File: src/hdl/gncd_pkg.sv
// ----------------------------------------------------------------------------
// gncd_pkg
// Shared constants, types and tables for the gradient noise corner dot block.
// ----------------------------------------------------------------------------
package gncd_pkg;

    localparam int CordicStagesDef = 16;
    localparam int GradFracDef     = 15;
    localparam int MaxStages       = 32;

    localparam logic [31:0] HashK1 = 32'h9E37_79B9;
    localparam logic [31:0] HashK2 = 32'h85EB_CA77;
    localparam logic signed [33:0] CordicX0 = 34'sd652032874;

    localparam int OutW  = 34;
    localparam int CrdW  = 34;

    function automatic logic [31:0] atan_turn(input logic [4:0] idx);
        logic [31:0] v;
        unique case (idx)
            5'd0:  v = 32'h20000000; 5'd1:  v = 32'h12E4051E;
            5'd2:  v = 32'h09FB385B; 5'd3:  v = 32'h051111D4;
            5'd4:  v = 32'h028B0D43; 5'd5:  v = 32'h0145D7E1;
            5'd6:  v = 32'h00A2F61E; 5'd7:  v = 32'h00517C55;
            5'd8:  v = 32'h0028BE53; 5'd9:  v = 32'h00145F2F;
            5'd10: v = 32'h000A2F98; 5'd11: v = 32'h000517CC;
            5'd12: v = 32'h00028BE6; 5'd13: v = 32'h000145F3;
            5'd14: v = 32'h0000A2FA; 5'd15: v = 32'h0000517D;
            5'd16: v = 32'h000028BE; 5'd17: v = 32'h0000145F;
            5'd18: v = 32'h00000A30; 5'd19: v = 32'h00000518;
            5'd20: v = 32'h0000028C; 5'd21: v = 32'h00000146;
            5'd22: v = 32'h000000A3; 5'd23: v = 32'h00000051;
            5'd24: v = 32'h00000029; 5'd25: v = 32'h00000014;
            5'd26: v = 32'h0000000A; 5'd27: v = 32'h00000005;
            5'd28: v = 32'h00000003; 5'd29: v = 32'h00000001;
            5'd30: v = 32'h00000001; default: v = 32'h00000000;
        endcase
        return v;
    endfunction

    // offsets carried beside the angle through the pipe
    typedef struct packed {
        logic signed [32:0] dx;
        logic signed [32:0] dy;
    } t_ofs;

    typedef struct packed {
        logic          flip;
        logic [31:0]   ang;
        t_ofs          ofs;
    } t_hash_out;

endpackage

File: src/hdl/gncd_dot.sv
// ----------------------------------------------------------------------------
// gncd_dot
// Offset dot gradient: products, sum, round and saturate, three stages.
// ----------------------------------------------------------------------------
module gncd_dot #(
    parameter int GRADIENT_FRAC_BITS = gncd_pkg::GradFracDef
) (
    input  logic                               i_clk,
    input  logic                               i_rst_n,
    input  logic                               i_en,
    input  logic                               i_valid,
    input  logic signed [GRADIENT_FRAC_BITS:0] i_gx,
    input  logic signed [GRADIENT_FRAC_BITS:0] i_gy,
    input  gncd_pkg::t_ofs                     i_ofs,
    output logic                               o_valid,
    output logic signed [gncd_pkg::OutW-1:0]   o_dot
);
    localparam int F  = GRADIENT_FRAC_BITS;
    localparam int Pw = 33 + F + 1;
    localparam int Sw = Pw + 1;
    localparam int Ow = gncd_pkg::OutW;

    logic [2:0]            r_v;
    logic signed [Pw-1:0]  r_px, r_py;
    logic signed [Sw-1:0]  r_s;
    logic signed [Sw-1:0]  rs;
    logic signed [Sw-1:0]  omax, omin;

    assign rs   = (r_s + (Sw'(1) <<< (F-1))) >>> F;
    assign omax = (Sw'(1) <<< (Ow-1)) - 1;
    assign omin = -(Sw'(1) <<< (Ow-1));

    always_ff @(posedge i_clk) begin
        if (!i_rst_n) begin
            r_v <= '0;
        end else if (i_en) begin
            r_v <= {r_v[1:0], i_valid};
        end
    end

    always_ff @(posedge i_clk) begin
        if (i_en) begin
            r_px <= Pw'(i_ofs.dx) * Pw'(i_gx);
            r_py <= Pw'(i_ofs.dy) * Pw'(i_gy);
            r_s  <= Sw'(r_px) + Sw'(r_py);
            if (rs > omax)      o_dot <= omax[Ow-1:0];
            else if (rs < omin) o_dot <= omin[Ow-1:0];
            else                o_dot <= rs[Ow-1:0];
        end
    end

    assign o_valid = r_v[2];
endmodule

File: config.mk
export PLATFORM = sky130hd
export DESIGN_NAME = gncd_dot
export DESIGN_NICKNAME = d
export VERILOG_FILES = /design/src/hdl/gncd_pkg.sv /design/src/hdl/gncd_dot.sv
export SDC_FILE = /design/constraint.sdc
export NUM_CORES = 2
export LEC_CHECK = 0
export BUFFER_PORTS_ARGS = -buffer_cell sky130_fd_sc_hd__buf_4
export CAP_MARGIN = 15
export CORE_MARGIN = 3
export CORE_UTILIZATION = 50
export CTS_BUF_LIST = sky130_fd_sc_hd__clkbuf_16
export CTS_CLUSTER_DIAMETER = 120
export DETAILED_ROUTE_END_ITERATION = 8
export PLACE_DENSITY = 0.72
export SYNTH_ARGS = -nofsm -noshare
export SYNTH_HDL_FRONTEND = slang
export SYNTH_SLANG_ARGS = --single-unit
File: constraint.sdc
create_clock -name i_clk -period 8.15 [get_ports i_clk]
set_clock_uncertainty 0.1 [all_clocks]
set_input_delay 0.4075 -clock i_clk [delete_from_list [all_inputs] [get_ports i_clk]]
set_output_delay 0.4075 -clock i_clk [all_outputs]
set_load 0.03 [all_outputs]
# Word level (Yosys, flattened, before mapping)
# Cells that the tools add are included.
# word_totals
memories	0
register_bits	185
latch_bits	0
romBits	0
mem_bits_rw	0
output_inout_bits	35
# classes
multipliers	2
magnitude_cmp	2
shift	0
bitwise	0
muxes	1
n_reduce_logical	0
n_eq_ne	0
n_div	0
addsub	2
# op_table
operator	n
$mul 33x16->49	2
$add 49x49->50	1
$add 50x16->50 const B	1
$gt 35x34->1 const B	1
$lt 35x34->1 const B	1
$mux 34	1

# Depth between registers and ports, before layout
# logic_depth
depth_word	3
depth_mapped	25

# Least setup slack after synthesis
# No wires, ideal clock.
# synth_timing
path_kind	input port to flip-flop
startpoint	in i_ofs[50] (netlist bit)
endpoint	reg r_px[45] (data pin)
path_stages	21
slack_ns	1.922
setup_time_ns	0.265
t_arrival_ns	5.863
n_path_buf	1
path_cell_list	clkbuf_1 nand2_1 fa_1 fa_1 fa_1 inv_1 fa_1 fa_1 inv_1 fa_1 inv_1 ha_1 a21oi_1 o21ai_0 a211oi_1 nor3_1 o2111ai_1 a21oi_1 a2111oi_0 o21bai_1 xor2_1
# synth_between
elab_chain_cells	1
# synth_lines
item	line	source
from (decl)	gncd_dot.sv:14	input gncd_pkg::t_ofs i_ofs,
$mul 33x16->49	gncd_dot.sv:43	r_px <= Pw'(i_ofs.dx) * Pw'(i_gx);
to (signal assigned)	gncd_dot.sv:43	
to (decl)	gncd_dot.sv:24	logic signed [Pw-1:0] r_px, r_py;
# No other way between the ends.
# A chain may end at the register's enable or synchronous reset.

# Final worst setup path
# layout_timing
startpoint	in i_gx[15]
endpoint	reg r_px[45] (data pin)
# layout_between
elab_chain_cells	1
# layout_lines
item	line	source
from (decl)	gncd_dot.sv:12	input logic signed [GRADIENT_FRAC_BITS:0] i_gx,
$mul 33x16->49	gncd_dot.sv:43	
# No other way between the ends.

==> results.py <==
metrics = {
    "synth": {
        "synth_area_leaders": "fa_1, edfxtp_1, inv_1",
        "synth_top_area_share_pct": 45.0,
        "yosys_register_bits": 171,
        "syn-num-nets": 6138,
        "synth_edf_count": 168,
        "yosysSeqAreaShare_pct": 11.5,
        "async_flop_share_pct": 0,
        "postSynthAreaPerCell_um2": 9.35,
        "synth_top_area_cell": "fa_1",
        "yosys_warnings": 0,
        "synth_cell_types": 71,
        "synth_common_cells": "inv_1, fa_1, nand2_1, and2_1, ha_1",
        "syn_area_mm2": 0.0445,
        "syn_inst": 4755,
        "synth.most_common_cell": "inv_1",
        "synth_flop_cell": "edfxtp_1",
    },
    "final_layout": {
        "seqCellArea_mm2": 0.00510,
        "drive_gt1_share_pct": 4.26,
        "nets": 6112,
        "design_area_mm2": 0.0469,
        "multi_input_area_mm2": 0.0344,
        "fill_cells": 7763,
        "diodes": 0,
        "areaGrowthSynthToFinish_pct": 5.38,
    },
    "global_route": {
        "grt_first_pass_wirelength_um": 176000,
        "grt_start_max_net_pins": 103,
        "grt_usage_pct": 23.5,
        "grt_overflow": 0,
        "grt_pass1_vias": 34703,
        "grt_antenna_before_repair": 0,
    },
    "placed_design": {
        "place_congestion": 0.878,
        "place_area_mm2": 0.0463,
        "port_buffers": 136,
        "dp_hpwl_um": 83300,
    },
    "critical_path": {
        "arrival_ns": 6.98,
        "crit_path_start_kind": "input port",
        "worstPathRequired_ns": 8.23,
        "crit_type": "input port to flip-flop",
        "crit_top_cell": "fa_1",
        "path_cells": "buf_4 > inv_1 > nor2_1 > fa_1 > fa_1 > fa_1 > fa_1 > fa_1 > inv_1 > fa_1 > inv_1 > ha_1 > a21oi_1 > o21ai_0 > a211oi_1 > nor3_1 > o2111ai_1 > a21oi_1 > a2111oi_0 > o21bai_1 > xor2_1",
        "worstSetupEndpointType": "flip-flop",
        "path_max_fanout": 16,
        "cpPeakStageDelay_ns": 0.53,
        "slowest_stage": "inv_1",
    },
    "sta": {
        "tightest_slew_ns": 0.995,
        "whs_ns": 0.0948,
        "period_needed_ns": 6.90,
        "slew_viol_final": 0,
        "setup_viol": 0,
        "hold_viol_final": 0,
        "rsz0062_at_grt": "no",
        "max_slew_margin_pct": 33.7,
        "max_freq_ghz": 0.145,
        "min_period_over_period_pct": 84.7,
        "final.setup.tns_ns": 0,
    },
    "floorplanning": {
        "die_area_mm2": 0.0925,
        "die_x_um": 304,
        "num_rows": 108,
        "die_h_um": 304,
        "core_mm2": 0.0874,
        "start_util_pct": 50.9,
        "io_pins": 137,
    },
    "routing": {
        "wl_um": 104000,
        "drc_errors": 0,
        "route.vias.total": 31684,
        "vias_per_cell": 5.37,
        "wl_per_cell_um": 17.6,
        "first_iter_violations": 2098,
        "dr.pass1.iters": 5,
        "final_antenna_net_count": 0,
    },
    "clock_network": {
        "cts_buffer_depth": 2,
        "postCtsSetupRepairBufs": 0,
        "cts_resized": 0,
        "clk_latency_ns": 0.44,
        "cts_tree": "yes",
        "path_clk_slew_ns": 0.07,
        "cts-root-buf": "clkbuf_16",
        "clock_sinks": 171,
        "h-tree-depth": 4,
        "cts_hold_buf": 0,
        "cts_buffers": 17,
    },
    "run": {
        "max_cap_viol_count": 0,
    },
    "run_status": {
        "status": "completed",
    },
    "worst_hold_path": {
        "hold_path_class": "input port to flip-flop",
    },
}
[sequential cells by signal, summed over array words and instances, names as in the netlist]
signal  flops
r_px       49
r_v         3
r_py       49
o_dot      34
r_s        36
[cell families after synthesis]
logic type	after synthesis	synth area share, %
simple gates	1381	14.9
buf+inv	1323	11.2
mux	5	0.115
xor+xnor	165	3.25
compound gates	429	6.12
flops	171	11.5
fa+ha+maj	1281	52.9
[worst max-delay path, delay by kind of cell]
kind	cells	cell delay (ns)
compound gates	7	2.05
xor+xnor	1	0.15
fa+ha+maj	7	3.19
buf+inv	4	0.80
simple gates	2	0.36
[through the flow]
step / instances / worst slack, ns / util [%]
2_1_floorplan: 4755 / 1.92 / -
3_3_place_gp: 5865 / 1.12 / 52.9
3_5_place_dp: 5865 / 0.942 / 52.9
4_1_cts: 5897 / 1.41 / 53.6
5_1_grt: 5897 / 1.00 / 53.6
6_report: 5897 / 1.25 / 53.6
[layer usage]
layer	part of all wire [%]	up-vias	GRT usage, %
met3	5.7	247	2.79
met1	40	16291	30.3
li1	-	14134	-
met5	0	-	0
met4	4.0	0	8.78
met2	51	1012	40.8
[placed cells by master (no fill, tap or decap), types with 4 or more instances in the layout]
| cell type | instances |
|---|---|
| a31oi_1 | 18 |
| o31ai_1 | 5 |
| and4_1 | 8 |
| a21o_1 | 71 |
| xor2_1 | 62 |
| o21ai_0 | 59 |
| nand2b_1 | 28 |
| nand4_1 | 20 |
| o211a_1 | 4 |
| inv_6 | 4 |
| nor2_1 | 125 |
| buf_4 | 142 |
| edfxtp_1 | 168 |
| or2_2 | 4 |
| inv_1 | 1135 |
| and3_1 | 23 |
| and2_1 | 424 |
| nand2_1 | 664 |
| a21oi_1 | 165 |
| clkbuf_16 | 17 |
| o2111ai_1 | 4 |
| mux2i_1 | 4 |
| nor3_1 | 16 |
| o211ai_1 | 10 |
| a211oi_1 | 16 |
| o21bai_1 | 15 |
| ha_1 | 281 |
| o21ai_1 | 12 |
| nor2b_1 | 15 |
| a211o_1 | 5 |
| nand3_1 | 41 |
| xnor2_1 | 103 |
| fa_1 | 1000 |
| o21a_1 | 7 |
[cell type report]
class,instances,share of cell area [%]
Sequential cell,171,10.9
Timing Repair Buffer,143,2.30
Tap cell,1155,3.08
Clock buffer,17,0.908
Multi-Input combinational cell,3261,73.4
Clock inverter,15,0.328
Inverter,1135,9.09
[worst paths after layout]
| path | start | cells after the start | slack (ns) | endpoint |
|---|---|---|---|---|
| min | i_rst_n | 2 | 0.09 | r_v[0]$_SDFFE_PN0P_ |
| max | i_gx[15] | 21 | 1.25 | r_px[45]$_DFFE_PP_ |
| max reg2reg | r_s[14]$_DFFE_PP_ | 9 | 4.39 | o_dot[13]$_SDFFCE_PN1P_ |
| min reg2reg | r_v[0]$_SDFFE_PN0P_ | 2 | 0.43 | r_v[0]$_SDFFE_PN0P_ |
Power is left out: the tool's default activity adds up to more than one toggle a clock period on the data nets, which glitch-free logic cannot reach.
