## src/hdl/gncd_pkg.sv

```systemverilog
// ----------------------------------------------------------------------------
// gncd_pkg
// Shared constants, types and tables for the gradient noise corner dot block.
// ----------------------------------------------------------------------------
package gncd_pkg;

    localparam int CordicStagesDef = 16;
    localparam int GradFracDef     = 15;
    localparam int MaxStages       = 32;

    localparam logic [31:0] HashK1 = 32'h9E37_79B9;
    localparam logic [31:0] HashK2 = 32'h85EB_CA77;
    localparam logic signed [33:0] CordicX0 = 34'sd652032874;

    localparam int OutW  = 34;
    localparam int CrdW  = 34;

    function automatic logic [31:0] atan_turn(input logic [4:0] idx);
        logic [31:0] v;
        unique case (idx)
            5'd0:  v = 32'h20000000; 5'd1:  v = 32'h12E4051E;
            5'd2:  v = 32'h09FB385B; 5'd3:  v = 32'h051111D4;
            5'd4:  v = 32'h028B0D43; 5'd5:  v = 32'h0145D7E1;
            5'd6:  v = 32'h00A2F61E; 5'd7:  v = 32'h00517C55;
            5'd8:  v = 32'h0028BE53; 5'd9:  v = 32'h00145F2F;
            5'd10: v = 32'h000A2F98; 5'd11: v = 32'h000517CC;
            5'd12: v = 32'h00028BE6; 5'd13: v = 32'h000145F3;
            5'd14: v = 32'h0000A2FA; 5'd15: v = 32'h0000517D;
            5'd16: v = 32'h000028BE; 5'd17: v = 32'h0000145F;
            5'd18: v = 32'h00000A30; 5'd19: v = 32'h00000518;
            5'd20: v = 32'h0000028C; 5'd21: v = 32'h00000146;
            5'd22: v = 32'h000000A3; 5'd23: v = 32'h00000051;
            5'd24: v = 32'h00000029; 5'd25: v = 32'h00000014;
            5'd26: v = 32'h0000000A; 5'd27: v = 32'h00000005;
            5'd28: v = 32'h00000003; 5'd29: v = 32'h00000001;
            5'd30: v = 32'h00000001; default: v = 32'h00000000;
        endcase
        return v;
    endfunction

    // offsets carried beside the angle through the pipe
    typedef struct packed {
        logic signed [32:0] dx;
        logic signed [32:0] dy;
    } t_ofs;

    typedef struct packed {
        logic          flip;
        logic [31:0]   ang;
        t_ofs          ofs;
    } t_hash_out;

endpackage

```

## src/hdl/gncd_hash.sv

```systemverilog
// ----------------------------------------------------------------------------
// gncd_hash
// Corner hash pipeline: five stages of multiplies and rotate-XORs, plus offsets.
// ----------------------------------------------------------------------------
module gncd_hash (
    input  logic                     i_clk,
    input  logic                     i_rst_n,
    input  logic                     i_en,
    input  logic                     i_valid,
    input  logic [31:0]              i_seed,
    input  logic signed [15:0]       i_corner_x,
    input  logic signed [15:0]       i_corner_y,
    input  logic signed [31:0]       i_point_x,
    input  logic signed [31:0]       i_point_y,
    output logic                     o_valid,
    output gncd_pkg::t_hash_out      o_data
);
    localparam int Ns = 5;

    logic [Ns-1:0]   r_v;
    logic [31:0]     r_a [Ns];
    logic [31:0]     r_b [Ns];
    gncd_pkg::t_ofs  r_o [Ns];
    logic [31:0]     r_k2;

    always_ff @(posedge i_clk) begin
        if (!i_rst_n) begin
            r_v <= '0;
        end else if (i_en) begin
            r_v <= {r_v[Ns-2:0], i_valid};
        end
    end

    always_ff @(posedge i_clk) begin
        r_k2 <= i_seed * gncd_pkg::HashK2;
        if (i_en) begin
            // stage 0: a *= seed, offsets
            r_a[0] <= 32'({{16{i_corner_x[15]}}, i_corner_x} * i_seed);
            r_b[0] <= {{16{i_corner_y[15]}}, i_corner_y};
            r_o[0].dx <= 33'(i_point_x) - 33'(signed'({i_corner_x, 16'h0}));
            r_o[0].dy <= 33'(i_point_y) - 33'(signed'({i_corner_y, 16'h0}));
            // stage 1: b ^= rotl16(a)
            r_a[1] <= r_a[0];
            r_b[1] <= r_b[0] ^ {r_a[0][15:0], r_a[0][31:16]};
            r_o[1] <= r_o[0];
            // stage 2: b *= seed ^ K1
            r_a[2] <= r_a[1];
            r_b[2] <= 32'(r_b[1] * (i_seed ^ gncd_pkg::HashK1));
            r_o[2] <= r_o[1];
            // stage 3: a ^= rotl16(b)
            r_a[3] <= r_a[2] ^ {r_b[2][15:0], r_b[2][31:16]};
            r_b[3] <= r_b[2];
            r_o[3] <= r_o[2];
            // stage 4: a *= seed * K2
            r_a[4] <= 32'(r_a[3] * r_k2);
            r_b[4] <= r_b[3];
            r_o[4] <= r_o[3];
        end
    end

    assign o_valid     = r_v[Ns-1];
    assign o_data.flip = r_a[Ns-1][31] ^ r_a[Ns-1][30];
    assign o_data.ang  = r_a[Ns-1];
    assign o_data.ofs  = r_o[Ns-1];
endmodule

```

## config.mk

```make
export PLATFORM = sky130hd
export DESIGN_NAME = gncd_hash
export DESIGN_NICKNAME = d
export VERILOG_FILES = /design/src/hdl/gncd_pkg.sv /design/src/hdl/gncd_hash.sv
export SDC_FILE = /design/constraint.sdc
export NUM_CORES = 2
export LEC_CHECK = 0
export BUFFER_PORTS_ARGS = -buffer_cell sky130_fd_sc_hd__buf_2
export CORE_MARGIN = 2
export CORE_UTILIZATION = 55
export CTS_CLUSTER_DIAMETER = 200
export CTS_CLUSTER_SIZE = 40
export DETAILED_ROUTE_END_ITERATION = 10
export GPL_ROUTABILITY_DRIVEN = 0
export PLACE_DENSITY_LB_ADDON = 0.3
export SLEW_MARGIN = 0
export SYNTH_ARGS = -nofsm -noshare
export SYNTH_HDL_FRONTEND = slang
export SYNTH_SLANG_ARGS = --single-unit
```

## constraint.sdc

```tcl
create_clock -name i_clk -period 8 [get_ports i_clk]
set_input_delay 0 -clock i_clk [delete_from_list [all_inputs] [get_ports i_clk]]
set_output_delay 0 -clock i_clk [all_outputs]
set_load 0.01 [all_outputs]
```

# Word-level counts from Yosys, hierarchy flattened
# Memories as Yosys holds them, arrays and structs flattened.
# Cells that the tools add are included.
[word_totals]
word_cells = 17
n_memories = 3
output_inout_bits = 100
ram_bits = 650
regBits = 37
[mem_list]
columns = ["memory", "words", "width", "read_ports", "rd_clocked_by_memory_dff", "write_ports", "line_no", "text"]
rows = [
  ["r_o", 5, 66, 5, 0, 5, "gncd_hash.sv:23", "gncd_pkg::t_ofs r_o [Ns];"],
  ["r_a", 5, 32, 5, 0, 5, "gncd_hash.sv:21", "logic [31:0] r_a [Ns];"],
  ["r_b", 5, 32, 4, 0, 5, "gncd_hash.sv:22", "logic [31:0] r_b [Ns];"],
]
[op_classes]
n_addsub = 2
n_mux = 2
mul = 4
bitwise_logic = 4
[op_table]
columns = ["op", "n"]
rows = [
  ["subtractor 32 x 32 -> 33 bit", 2],
  ["multiplier 32 x 32 -> 32 bit", 2],
  ["XOR 32 bit", 2],
  ["multiplier 16 x 32 -> 32 bit", 1],
  ["multiplier 32 x 32 -> 32 bit, second input constant", 1],
  ["NOT 20 bit", 1],
  ["2-to-1 mux 1 bit", 2],
  ["XOR 1 bit", 1],
]

# Depth between registers and ports, before layout
[logic_depth]
word_depth = 2
mapped_depth = 26
depth_no_buf = 25

# Least setup slack after synthesis
# Ideal clock, no wire load.
[synth_timing]
kind = "reg-to-reg"
start = "mem r_b[1][16] (netlist: r_b[0][48])"
end = "mem r_b[2][31] (netlist: r_b[0][95]), data pin"
synth_period_minus_slack_ps = 6949
setup_ps = 260
path_slack_ps = 1051
arrival_ps = 6689
stages_incl_launch_ff = 24
path_cell_list = "edfxtp_1 clkbuf_1 and2_1 fa_1 inv_1 fa_1 fa_1 fa_1 inv_1 fa_1 inv_1 fa_1 inv_1 fa_1 fa_1 ha_1 a21o_1 a311o_1 a21o_1 a21oi_1 a31oi_1 a31o_1 a31oi_1 xnor2_1"
[synth_rtl]
columns = ["item", "line_no"]
rows = [
  ["from (decl)", "gncd_hash.sv:22"],
]

==> flow_summary.json <==
{
  "status": "completed",
  "worst_slew_pin_slew_ps": 1152,
  "wirelength_um": 186500,
  "fin_crit_ps": 7619,
  "grt.overflow.total": 0,
  "synthCells": 6905,
  "detail_route.iter0.violations": 3593,
  "ant_nets": 0,
  "grt_use_met3_pct": 3.230,
  "worst_path_largest_cell_delay_ps": 950,
  "fin_crit_sh_pct": 95.24,
  "drc": 0,
  "maxSlewHeadroom_pct": 23.18,
  "worstHoldPathType": "input pin to flip-flop",
  "cts_tree": "yes",
  "setup_violations": 0,
  "wl_per_cell_um": 21.22,
  "synth_cell_type_count": 73,
  "die_w_um": 369.9,
  "cts-htree-levels": 1,
  "fillers": 11180,
  "clk_latency_ps": 660,
  "yosysTopAreaCell": "fa_1",
  "critical_path_buf_inv_count": 4,
  "critPathMaxFanout": 27,
  "drive_above_1_share_pct": 5.499,
  "start_util_pct": 55.32,
  "synth_top_area_share_pct": 37.03,
  "top_usage_layer": "met2",
  "track_usage_pct": 27.94,
  "end_kind": "flip-flop",
  "syn_nets": 8947,
  "fin_nets": 9052,
  "vias": 47580,
  "firstDrtPassIters": 6,
  "vias_per_cell": 5.413,
  "synthArstFlopShare_pct": 0,
  "synthTopCellsByArea": "fa_1 37%, edfxtp_1 23%, ha_1 9.3%",
  "rows": 134,
  "syn_area_um2": 73640,
  "grt_max_degree": 152,
  "cts_buffer_depth": 3,
  "max_cap_violations": 0,
  "fmax_mhz": 131.3,
  "skew_ps": 109.0,
  "cts_sinks": 607,
  "synth-seq-cells": 607,
  "hold_violations": 0,
  "antenna_found_initial": 6,
  "synth.avg_cell_area_um2": 10.67,
  "io_buffer_count": 231,
  "post_cts_buffers": 0,
  "critPathKind": "flip-flop to flip-flop",
  "slowest_stage": "dfxtp_1",
  "path_cells": "and2_1 -> fa_1 -> fa_1 -> fa_1 -> inv_1 -> fa_1 -> inv_1 -> fa_1 -> inv_1 -> fa_1 -> inv_1 -> fa_1 -> fa_1 -> ha_1 -> o21ai_0 -> nand2_1 -> a31oi_1 -> o211ai_2 -> o211a_1 -> o31a_1 -> a211o_1",
  "core_um2": 133100,
  "cts-root-buf": "clkbuf_16",
  "grt_pass1_vias": 51520,
  "area_growth_pct": 5.561,
  "use_met1_pct": 35.64,
  "yosysWarnings": 0,
  "rsz0062_at_grt": "false",
  "critPathRequiredTime_ps": 8410,
  "dieArea_um2": 136800,
  "cp-start-kind": "flip-flop",
  "cts_made_buffers": 20,
  "ys.flop_type": "edfxtp_1",
  "fp.dieH_um": 369.9,
  "fin_tns_setup_ps": 0,
  "synth_enable_flop_cells": 570,
  "ios": 232,
  "yosysSeqAreaShare_pct": 24.25,
  "cts.clk_slew.worst_paths_ps": 150,
  "path_delay_family": "adder cells",
  "hpwl_um": 150700,
  "grt_pass1_wl_um": 291200,
  "path_common_cell": "fa_1",
  "report.final.slew_viol_count": 0,
  "use_met2_pct": 47.42,
  "cp_data_arrival_time_ps": 8030
}
==> metrics by stage <==
stage	hold slack, ps	setup WS [ps]	std cells	util [%]	instance area (um^2)
CTS	0.4214	361.8	8787	58.39	77730
finish	48.54	381.1	8790	58.40	77740
global placement	176.1	577.4	8664	57.23	76190
detailed placement	178.2	343.6	8664	57.23	76190
global route	19.71	47.45	8790	58.40	77740
floorplan	27.72	1051	6905	-	73640
==> what timing repair did <==
| action | CTS | global route |
|---|---|---|
| endpoints found under the hold margin | 97 | 0 |
| hold buffers | 92 | 0 |
| resized for setup | 0 | 0 |
==> placed cells by master (no fill, tap or decap), types with 6 or more instances in the layout <==
cell type,n
o21bai_1,9
nor2b_1,232
o21ai_1,13
a211o_1,10
or2_2,7
buf_4,104
o31ai_1,6
clkbuf_1,6
o21a_1,23
nor3_1,25
and2_1,428
nor2_1,182
nand4_1,7
fa_1,1362
nand2_1,763
clkinv_1,8
nand2b_1,14
ha_1,548
a31oi_1,12
edfxtp_1,570
a21oi_1,82
or3_1,10
clkbuf_16,20
inv_1,1596
a211oi_1,22
nand3_1,25
dlygate4sd3_1,92
o21ai_0,48
and3_1,12
buf_2,230
o211ai_1,9
xnor2_1,242
dfxtp_1,37
a21o_1,42
xor2_1,122
==> cell type report <==
class / instances / area (um^2) / area share [%]
clock inverters: 5 / 96.34 / 0.1239
inverters: 1607 / 6032 / 7.760
well taps: 1768 / 2212 / 2.846
diodes: 3 / 7.507 / 0.009657
repair buffers: 430 / 2928 / 3.766
flip-flops and latches: 607 / 17860 / 22.97
clock buffers: 26 / 523.0 / 0.6728
multi-input cells: 4344 / 48080 / 61.85
==> Yosys cell counts, types with 23 or more instances <==
cell      count
and2_1      428
buf_4        98
xor2_1      122
inv_1      1596
ha_1        548
nor2b_1     232
o21ai_0      48
xnor2_1     242
a21o_1       42
edfxtp_1    570
o21a_1       23
nand3_1      25
dfxtp_1      37
nor3_1       25
nand2_1     763
fa_1       1362
a21oi_1      82
clkbuf_1    246
nor2_1      182
==> cells by family after synthesis <==
family                     count (synthesis)  synth area share [%]
buffers and inverters                   1954                 10.46
DFF                                      607                 24.25
xor gates and xnor gates                 364                 4.329
AOI/OAI and AO/OA                        339                 3.131
adders and majority gates               1910                 46.34
muxes                                      5               0.06796
and+or+nand+nor                         1726                 11.43
==> worst paths after layout <==
check	startpoint	endpoint	slack, ps	depth (start not counted)
hold reg to reg	r_o[0][96]$_DFFE_PP_	r_o[0][162]$_DFFE_PP_	380	0
setup / recovery	r_k2[5]$_DFF_P_	r_a[0][156]$_DFFE_PP_	380	21
hold / removal	i_point_y[23]	r_o[0][23]$_DFFE_PP_	50	4
setup reg to reg	r_k2[5]$_DFF_P_	r_a[0][156]$_DFFE_PP_	380	21
==> worst min-delay path: stages <==
cell      delay (ps)
buf_2             90
ha_1             220
nor2_1            60
a21boi_0         160
==> registers in the layout, summed over array words and instances, names as in the netlist <==
signal	count
r_k2	32
r_a	160
r_b	80
r_v	5
r_o	330
==> routing by layer <==
metal  vias to the layer above  part of all wire, %
met5                         -               0.0070
met4                         2                  6.0
met3                       499                  6.7
met2                      1873                   49
met1                     24430                   38
li1                      20780                    -
Power is not shown: default switching activity piles up to over one toggle a cycle in this logic, so the estimate is an artifact.
